$ cat src/rtl/hsr_pkg.sv
// Shared constants, payload types and span test for the harmonic spur rejection block.
package hsr_pkg;

   localparam int MAX_TRACKS = 32;
   localparam int IDX_W      = $clog2(MAX_TRACKS);
   localparam int CNT_W      = $clog2(MAX_TRACKS + 1);
   localparam int VAL_W      = 16;
   localparam int TIDX_W     = 5;
   localparam int SPUR_W     = 9;
   localparam int CSR_IDX_W  = 2;

   localparam logic [CSR_IDX_W-1:0] CSR_MAX_BASE_RF    = 2'd0;
   localparam logic [CSR_IDX_W-1:0] CSR_MIN_BASE_POWER = 2'd1;
   localparam logic [CSR_IDX_W-1:0] CSR_DEVIATION      = 2'd2;

   localparam logic [VAL_W-1:0] MAX_BASE_RF_RST    = 16'd10000;
   localparam logic [VAL_W-1:0] MIN_BASE_POWER_RST = 16'd1900;
   localparam logic [VAL_W-1:0] DEVIATION_RST      = 16'd10;

   typedef struct packed {
      logic [VAL_W-1:0] rf_value;
      logic [VAL_W-1:0] rf_low;
      logic [VAL_W-1:0] rf_high;
      logic [VAL_W-1:0] power_x;
      logic [VAL_W-1:0] power_y;
      logic             rf_computed;
      logic             already_deleted;
      logic             last_track;
   } req_type;

   typedef struct packed {
      logic [TIDX_W-1:0] track_index;
      logic              delete_flag;
      logic [SPUR_W-1:0] spur_count;
      logic              last_result;
   } rsp_type;

   typedef struct packed {
      logic [VAL_W-1:0] rf_value;
      logic [VAL_W-1:0] rf_low;
      logic [VAL_W-1:0] rf_high;
      logic [VAL_W-1:0] power;
      logic             computed;
      logic             deleted;
   } entry_type;

   localparam int ENTRY_W = $bits(entry_type);

   // True when the test span lies inside k times the base span widened by dev.
   // The test fails when k times the base low edge is below dev.
   function automatic logic span_fits(input logic [VAL_W-1:0] blo,
                                      input logic [VAL_W-1:0] bhi,
                                      input logic [VAL_W-1:0] tlo,
                                      input logic [VAL_W-1:0] thi,
                                      input logic [VAL_W-1:0] dev,
                                      input logic             k3);
      logic [VAL_W+2:0] klo;
      logic [VAL_W+2:0] khi;
      logic [VAL_W+2:0] dev_x;
      klo   = {2'b00, blo, 1'b0} + (k3 ? {3'b000, blo} : '0);
      khi   = {2'b00, bhi, 1'b0} + (k3 ? {3'b000, bhi} : '0);
      dev_x = {3'b000, dev};
      return (klo >= dev_x) && (klo < ({3'b000, tlo} + dev_x)) &&
             ({3'b000, thi} < (khi + dev_x));
   endfunction

endpackage

$ cat src/rtl/hsr_ram.sv
// Generic simple dual-port RAM with one write port and a registered read port.
module hsr_ram #(
   parameter int WIDTH = 8,
   parameter int DEPTH = 32
) (
   input  logic                     clock,
   input  logic                     wr_en,
   input  logic [$clog2(DEPTH)-1:0] wr_addr,
   input  logic [WIDTH-1:0]         wr_data,
   input  logic                     rd_en,
   input  logic [$clog2(DEPTH)-1:0] rd_addr,
   output logic [WIDTH-1:0]         rd_data
);

   logic [WIDTH-1:0] mem_ff [DEPTH];

   always_ff @(posedge clock) begin
      if (wr_en) begin
         mem_ff[wr_addr] <= wr_data;
      end
      if (rd_en) begin
         rd_data <= mem_ff[rd_addr];
      end
   end

endmodule

$ cat src/rtl/rf_harmonic_spur_rejection.sv
// Top level of the harmonic spur rejection block: track store, pair sequencer and readout.
//
//   channel | ports                          | direction | transaction
//   --------+--------------------------------+-----------+-------------------------------
//   req     | req_valid, req_ready, req_data | in        | one track; last_track starts a pass
//   rsp     | rsp_valid, rsp_ready, rsp_data | out       | one delete flag per stored track
//   csr     | csr_wr_en, csr_index, csr_wdata| in        | register write, no handshake
//
// Loading stores one track per accepted request. The pair pass handles one pair per cycle
// through the single read port of the track RAM, and the readout passes each result through
// ST_ORD and ST_OLAT. Reset is synchronous; it clears the sequencer and restores the register
// defaults, and the track RAM is not cleared. req_ready is high only while tracks are loading;
// a stalled rsp_ready holds the readout.
module rf_harmonic_spur_rejection (
   input  logic                             clock,
   input  logic                             reset,
   input  logic                             req_valid,
   output logic                             req_ready,
   input  hsr_pkg::req_type                 req_data,
   output logic                             rsp_valid,
   input  logic                             rsp_ready,
   output hsr_pkg::rsp_type                 rsp_data,
   input  logic                             csr_wr_en,
   input  logic [hsr_pkg::CSR_IDX_W-1:0]    csr_index,
   input  logic [hsr_pkg::VAL_W-1:0]        csr_wdata
);

   import hsr_pkg::*;

   localparam logic [2:0] ST_LOAD = 3'd0;
   localparam logic [2:0] ST_ROW  = 3'd1;
   localparam logic [2:0] ST_BASE = 3'd2;
   localparam logic [2:0] ST_PAIR = 3'd3;
   localparam logic [2:0] ST_ORD  = 3'd4;
   localparam logic [2:0] ST_OLAT = 3'd5;

   logic [2:0]        state_ff, state_in;
   logic [CNT_W-1:0]  count_ff, count_in;
   logic [CNT_W-1:0]  i_ff, i_in;
   logic [CNT_W-1:0]  j_ff, j_in;
   logic [CNT_W-1:0]  o_ff, o_in;
   logic [IDX_W-1:0]  pj_ff, pj_in;
   logic              pend_ff, pend_in;
   logic [SPUR_W-1:0] spur_ff, spur_in;
   entry_type         base_ff, base_in;
   logic              rsp_valid_ff, rsp_valid_in;
   rsp_type           rsp_data_ff, rsp_data_in;
   logic [VAL_W-1:0]  max_rf_ff, min_pow_ff, dev_ff;

   logic              ram_we;
   logic [IDX_W-1:0]  ram_waddr;
   entry_type         ram_wdata;
   logic              ram_re;
   logic [IDX_W-1:0]  ram_raddr;
   entry_type         ram_rdata;

   logic [CNT_W-1:0]  i_next, o_next;
   logic              i_is_base;
   entry_type         pair_base, pair_test;
   logic              pair_spur;

   hsr_ram #(
      .WIDTH (ENTRY_W),
      .DEPTH (MAX_TRACKS)
   ) u_track_ram (
      .clock   (clock),
      .wr_en   (ram_we),
      .wr_addr (ram_waddr),
      .wr_data (ram_wdata),
      .rd_en   (ram_re),
      .rd_addr (ram_raddr),
      .rd_data (ram_rdata)
   );

   assign i_next    = i_ff + 1'b1;
   assign o_next    = o_ff + 1'b1;
   assign i_is_base = base_ff.rf_value < ram_rdata.rf_value;
   assign pair_base = i_is_base ? base_ff : ram_rdata;
   assign pair_test = i_is_base ? ram_rdata : base_ff;

   assign pair_spur = pend_ff && !ram_rdata.deleted &&
                      (pair_base.rf_value <= max_rf_ff) &&
                      (pair_base.power >= min_pow_ff) &&
                      base_ff.computed && ram_rdata.computed &&
                      (span_fits(pair_base.rf_low, pair_base.rf_high, pair_test.rf_low,
                                 pair_test.rf_high, dev_ff, 1'b0) ||
                       span_fits(pair_base.rf_low, pair_base.rf_high, pair_test.rf_low,
                                 pair_test.rf_high, dev_ff, 1'b1));

   assign req_ready = (state_ff == ST_LOAD);
   assign rsp_valid = rsp_valid_ff;
   assign rsp_data  = rsp_data_ff;

   always_comb begin
      state_in     = state_ff;
      count_in     = count_ff;
      i_in         = i_ff;
      j_in         = j_ff;
      o_in         = o_ff;
      pj_in        = pj_ff;
      pend_in      = 1'b0;
      spur_in      = spur_ff;
      base_in      = base_ff;
      rsp_valid_in = rsp_valid_ff && !rsp_ready;
      rsp_data_in  = rsp_data_ff;
      ram_we       = 1'b0;
      ram_waddr    = '0;
      ram_wdata    = ram_rdata;
      ram_re       = 1'b0;
      ram_raddr    = '0;

      case (state_ff)
         ST_LOAD: begin
            if (req_valid) begin
               if (count_ff < CNT_W'(MAX_TRACKS)) begin
                  ram_we             = 1'b1;
                  ram_waddr          = count_ff[IDX_W-1:0];
                  ram_wdata.rf_value = req_data.rf_value;
                  ram_wdata.rf_low   = req_data.rf_low;
                  ram_wdata.rf_high  = req_data.rf_high;
                  ram_wdata.power    = (req_data.power_x > req_data.power_y) ?
                                       req_data.power_x : req_data.power_y;
                  ram_wdata.computed = req_data.rf_computed;
                  ram_wdata.deleted  = req_data.already_deleted;
                  count_in           = count_ff + 1'b1;
               end
               if (req_data.last_track) begin
                  i_in     = '0;
                  spur_in  = '0;
                  state_in = ST_ROW;
               end
            end
         end
         ST_ROW: begin
            ram_re    = 1'b1;
            ram_raddr = i_ff[IDX_W-1:0];
            state_in  = ST_BASE;
         end
         ST_BASE: begin
            base_in = ram_rdata;
            o_in    = '0;
            if (ram_rdata.deleted || (i_next >= count_ff)) begin
               i_in     = i_next;
               state_in = (i_next >= count_ff) ? ST_ORD : ST_ROW;
            end else begin
               j_in     = i_next;
               state_in = ST_PAIR;
            end
         end
         ST_PAIR: begin
            if (j_ff < count_ff) begin
               ram_re    = 1'b1;
               ram_raddr = j_ff[IDX_W-1:0];
               pend_in   = 1'b1;
               pj_in     = j_ff[IDX_W-1:0];
               j_in      = j_ff + 1'b1;
            end
            if (pair_spur) begin
               ram_we = 1'b1;
               if (spur_ff != '1) begin
                  spur_in = spur_ff + 1'b1;
               end
               if (i_is_base) begin
                  ram_waddr         = pj_ff;
                  ram_wdata         = ram_rdata;
                  ram_wdata.deleted = 1'b1;
               end else begin
                  ram_waddr         = i_ff[IDX_W-1:0];
                  ram_wdata         = base_ff;
                  ram_wdata.deleted = 1'b1;
               end
            end
            if (!(j_ff < count_ff) && !pend_ff) begin
               i_in     = i_next;
               o_in     = '0;
               state_in = (i_next >= count_ff) ? ST_ORD : ST_ROW;
            end
         end
         ST_ORD: begin
            if (!rsp_valid_ff || rsp_ready) begin
               ram_re    = 1'b1;
               ram_raddr = o_ff[IDX_W-1:0];
               state_in  = ST_OLAT;
            end
         end
         ST_OLAT: begin
            rsp_valid_in            = 1'b1;
            rsp_data_in.track_index = TIDX_W'(o_ff);
            rsp_data_in.delete_flag = ram_rdata.deleted;
            rsp_data_in.spur_count  = spur_ff;
            rsp_data_in.last_result = (o_next == count_ff);
            o_in                    = o_next;
            if (o_next >= count_ff) begin
               count_in = '0;
               spur_in  = '0;
               state_in = ST_LOAD;
            end else begin
               state_in = ST_ORD;
            end
         end
         default: begin
            state_in = ST_LOAD;
         end
      endcase
   end

   always_ff @(posedge clock) begin
      if (reset) begin
         state_ff     <= ST_LOAD;
         count_ff     <= '0;
         i_ff         <= '0;
         j_ff         <= '0;
         o_ff         <= '0;
         pend_ff      <= 1'b0;
         spur_ff      <= '0;
         rsp_valid_ff <= 1'b0;
      end else begin
         state_ff     <= state_in;
         count_ff     <= count_in;
         i_ff         <= i_in;
         j_ff         <= j_in;
         o_ff         <= o_in;
         pend_ff      <= pend_in;
         spur_ff      <= spur_in;
         rsp_valid_ff <= rsp_valid_in;
      end
   end

   always_ff @(posedge clock) begin
      pj_ff       <= pj_in;
      base_ff     <= base_in;
      rsp_data_ff <= rsp_data_in;
   end

   always_ff @(posedge clock) begin
      if (reset) begin
         max_rf_ff  <= MAX_BASE_RF_RST;
         min_pow_ff <= MIN_BASE_POWER_RST;
         dev_ff     <= DEVIATION_RST;
      end else if (csr_wr_en) begin
         case (csr_index)
            CSR_MAX_BASE_RF:    max_rf_ff  <= csr_wdata;
            CSR_MIN_BASE_POWER: min_pow_ff <= csr_wdata;
            CSR_DEVIATION:      dev_ff     <= csr_wdata;
            default: begin
            end
         endcase
      end
   end

endmodule

$ cat config.mk
export PLATFORM = sky130hd
export DESIGN_NAME = rf_harmonic_spur_rejection
export DESIGN_NICKNAME = d
export VERILOG_FILES = /design/src/rtl/hsr_pkg.sv /design/src/rtl/hsr_ram.sv /design/src/rtl/rf_harmonic_spur_rejection.sv
export SDC_FILE = /design/constraint.sdc
export NUM_CORES = 2
export LEC_CHECK = 0
export ABC_AREA = 1
export BUFFER_PORTS_ARGS = -buffer_cell sky130_fd_sc_hd__buf_2
export CAP_MARGIN = 20
export CORE_ASPECT_RATIO = 0.9
export CORE_MARGIN = 3
export CORE_UTILIZATION = 55
export DETAILED_ROUTE_END_ITERATION = 6
export PLACE_DENSITY_LB_ADDON = 0.05
export SYNTH_ARGS = -nofsm -noshare
export SYNTH_HDL_FRONTEND = slang
export SYNTH_SLANG_ARGS = --single-unit
$ cat constraint.sdc
create_clock -name clock -period 20.3 [get_ports clock]
set_input_delay 5.075 -clock clock [delete_from_list [all_inputs] [get_ports clock]]
set_output_delay 5.075 -clock clock [all_outputs]
set_load 0.02 [all_outputs]
==> results.toml <==
[die]
dieArea_mm2 = 0.194
die_w_um = 464
fp-row-count = 150
initial_core_util_pct = 55.6
coreArea_mm2 = 0.187
io_pins = 124
die-height_um = 418

[synth]
yosysTopAreaCellShare_pct = 65.5
synth_fa_ha_area_share_pct = 3.32
synth_xor_area_share_pct = 0.582
synth-compound-area-share_pct = 12.8
ys_types = 65
synth_area_per_cell_um2 = 12.8
synth_top_family_by_area = "compound AO/OA/AOI/OAI gates"
synth_edf_count = 2264
syn_inst = 8137
synth_area_leader_cell = "edfxtp_1"
synth_area_mm2 = 0.104
synthSimpleGateAreaFrac_pct = 8.10
ys_seq_area_share_pct = 67.2
syn_nets = 8507
synth_seq_cells = 2350
yosys-mux-area-fraction_pct = 4.10
yosys_most_used_dff = "edfxtp_1"
synth-warning-count = 0
synthTopCellsByArea = "edfxtp_1 (66%), o211ai_1 (4.9%), mux2i_1 (4.1%), o21ai_0 (3.7%), ha_1 (3.0%)"
synth-async-reset-ratio_pct = 0

[pwr]
ir_drop_mv = 0.0989
p_leak_nw = 38.4
power_density_mw_per_mm2 = 112

[global_route]
groute.usage.overall_pct = 31.6
antenna_found_initial = 12
grt_pass1_vias = 63700
grt_max_degree = 173
grt_remaining_overflow = 0
grt_pass1_wl_um = 447000

[detailed_routing]
first_pass_iters = 7
drtIter0Drc = 9222
wl_um = 311000
wire_per_inst_um = 28.5
drt.antenna.violating_nets = 0
vias = 68300
drc = 3
viasPerCell = 6.27

[clocking]
cts_setup_buffers = 0
cts.sinks = 2350
cts_max_level = 4
clk_pin_slew_worst_paths_ns = 0.07
clockBufferDepth = 3
cts-root-buf = "clkbuf_16"
tritoncts = "done"
clk_latency_ns = 0.88
cts_resized = 0
holdBufCountCts = 0
numCtsBuffers = 231

[critical_path]
worstSetupStartpointType = "flop"
cp.buffers_inverters = 4
crit_type = "reg2reg"
r2r_end = "u_track_ram.mem_ff[9][15]"
r2r-start = "u_track_ram.rd_data[57]"
required_ns = 20.78
end_kind = "flop"
max_stage_delay_ns = 1.00
path_depth = 35
r2r_slack_ns = 10.06
crit_end = "u_track_ram.mem_ff[9][15]"
reg2regPathDepth = 35
crit_arrival_ns = 10.73
crit_family = "simple AND/OR/NAND/NOR gates"
cp_max_fo = 97
critPathLaunch = "u_track_ram.rd_data[57]"
cpMaxStageDelayCell = "nor2_4"
crit_path_frequent_cell = "nand2_1"

[place]
placed_area_mm2 = 0.107
dp.final_hpwl_um = 170000
dp_cells = 10500
place_congestion = 0.898
portBuffers = 123

[timing]
rsz0062_at_grt = "no"
skew_ns = 0.0616
hold_viol = 0
hold_slack_ns = 0.470
fin_crit_sh_pct = 50.5
slew_violations = 0
setup_viol = 0
slew_headroom_pct = 14.0
finalSetupTns_ns = 0
fmax_ghz = 0.0976
worst_pin_slew_ns = 1.29
period_minus_slack_ns = 10.24

[worst_hold_path]
hold_path_class = "reg2reg"

[cells_and_area]
final_cells = 10900
fillCellCount = 14500
final_area_mm2 = 0.115
area_growth_pct = 11.1
nNetsFinal = 8574
drive_gt1_share_pct = 10.9

[status]
status = "finished with violations"
violations = "DRC"

[run]
cap_violations = 0
-- layer usage --
metal  vias up  routed length [um]  GRT usage (%)
li1      30300                   -              -
met1     34200              132000           46.9
met2      3289              140000           48.2
met3       467               28700           5.58
met4         2                9900           9.45
met5         -                  20              0
-- power by group --
group | switching, W | internal (W)
registers | 0.000106 | 0.00593
logic | 0.00186 | 0.000801
clock network | 0.00185 | 0.00239
-- kinds of logic after synthesis --
logic type      Yosys count
mux                     425
simple gates           1894
xor+xnor                 69
compound gates         2125
fa+ha+maj               264
flops                  2350
buf+inv                1010
-- stage by stage --
| stage | setup WS [ns] | util, % | total power [W] |
|---|---|---|---|
| after floorplan | 10.63 | - | 0.00770 |
| after global placement | 10.25 | 57.5 | 0.00862 |
| after detailed placement | 10.15 | 57.5 | 0.00869 |
| after CTS | 10.13 | 61.6 | 0.0129 |
| after global routing | 9.47 | 61.8 | 0.0135 |
| final | 10.06 | 61.8 | 0.0129 |
-- registers in the layout, indices dropped and copies added (netlist names), 5 cells and up --
register,count
min_pow_ff,16
pj_ff,5
count_ff,6
u_track_ram.rd_data,66
max_rf_ff,16
i_ff,6
spur_ff,9
o_ff,6
dev_ff,16
u_track_ram.mem_ff,2112
rsp_data,16
j_ff,6
base_ff,65
-- how the worst min path moves through the flow --
| stage | end | slack (ns) | cells after the start | startpoint |
|---|---|---|---|---|
| 5_1_grt | min_pow_ff[14] | 0.49 | 2 | min_pow_ff[14] |
| 6_report | min_pow_ff[15] | 0.47 | 2 | min_pow_ff[15] |
| 2_1_floorplan | base_ff[12] | 0.43 | 0 | u_track_ram.rd_data[12] |
| 3_5_place_dp | min_pow_ff[14] | 0.46 | 2 | min_pow_ff[14] |
| 3_3_place_gp | base_ff[12] | 0.45 | 0 | u_track_ram.rd_data[12] |
| 4_1_cts | min_pow_ff[14] | 0.47 | 2 | min_pow_ff[14] |
-- worst register-to-register path, delay by kind of cell (launching register included) --
family / cells / cell delay, ns
XOR/XNOR: 1 / 0.33
flip-flops: 1 / 0.79
AND/OR/NAND/NOR: 14 / 3.45
AO/OA/AOI/OAI: 12 / 2.63
adder cells (fa/ha/maj): 4 / 1.27
buffers and inverters: 4 / 1.29
-- final cells by class --
class,instances,area (um^2),area share [%]
tap,2508,3140,2.72
multi-input combinational,4777,30400,26.4
clock inverter,140,1350,1.17
clock buffer,287,6140,5.33
antenna,2,5.00,0.00434
sequential,2350,69700,60.5
inverter,521,1980,1.72
timing repair buffer,323,2590,2.25
-- cells in the mapped netlist (all sizes together) (6+ instances only) --
cell type     n
o311ai      103
o22ai        86
ha          245
a211oi       10
or2         375
o21a          7
xnor2        18
a31oi        65
a22oi        17
a21oi       195
clkbuf      299
o211ai      687
o21ai       894
a32oi         8
nand2       763
o21bai       20
nor3         28
xor2         51
fa           19
edfxtp     2264
a21o          7
dfxtp        86
mux2i       425
nand4        25
buf         190
o31ai         6
nor2        595
nand3        95
inv         516
-- layout by cell type (no fill, tap or decap), types with 10 or more instances in the layout --
master / instances
o211ai_1: 684
a22oi_1: 16
bufinv_16: 19
o311ai_1: 29
nand3_1: 87
o21ai_2: 10
xor2_1: 51
clkbuf_1: 49
clkinv_2: 49
a31oi_1: 65
o21ai_0: 757
buf_12: 13
nor3_1: 25
buf_16: 13
mux2i_1: 425
edfxtp_1: 2264
o21bai_1: 11
inv_1: 503
nor2_4: 35
o21ai_1: 125
clkbuf_16: 240
dfxtp_1: 86
nand2_1: 756
fa_1: 19
o311ai_0: 74
nor2_1: 553
ha_1: 245
a21oi_1: 194
buf_4: 168
o22ai_1: 86
xnor2_1: 18
or2_2: 162
or2_1: 31
clkinv_1: 59
or2_0: 182
buf_2: 123
nand4_1: 25
Power figures use the tool's default switching activity.
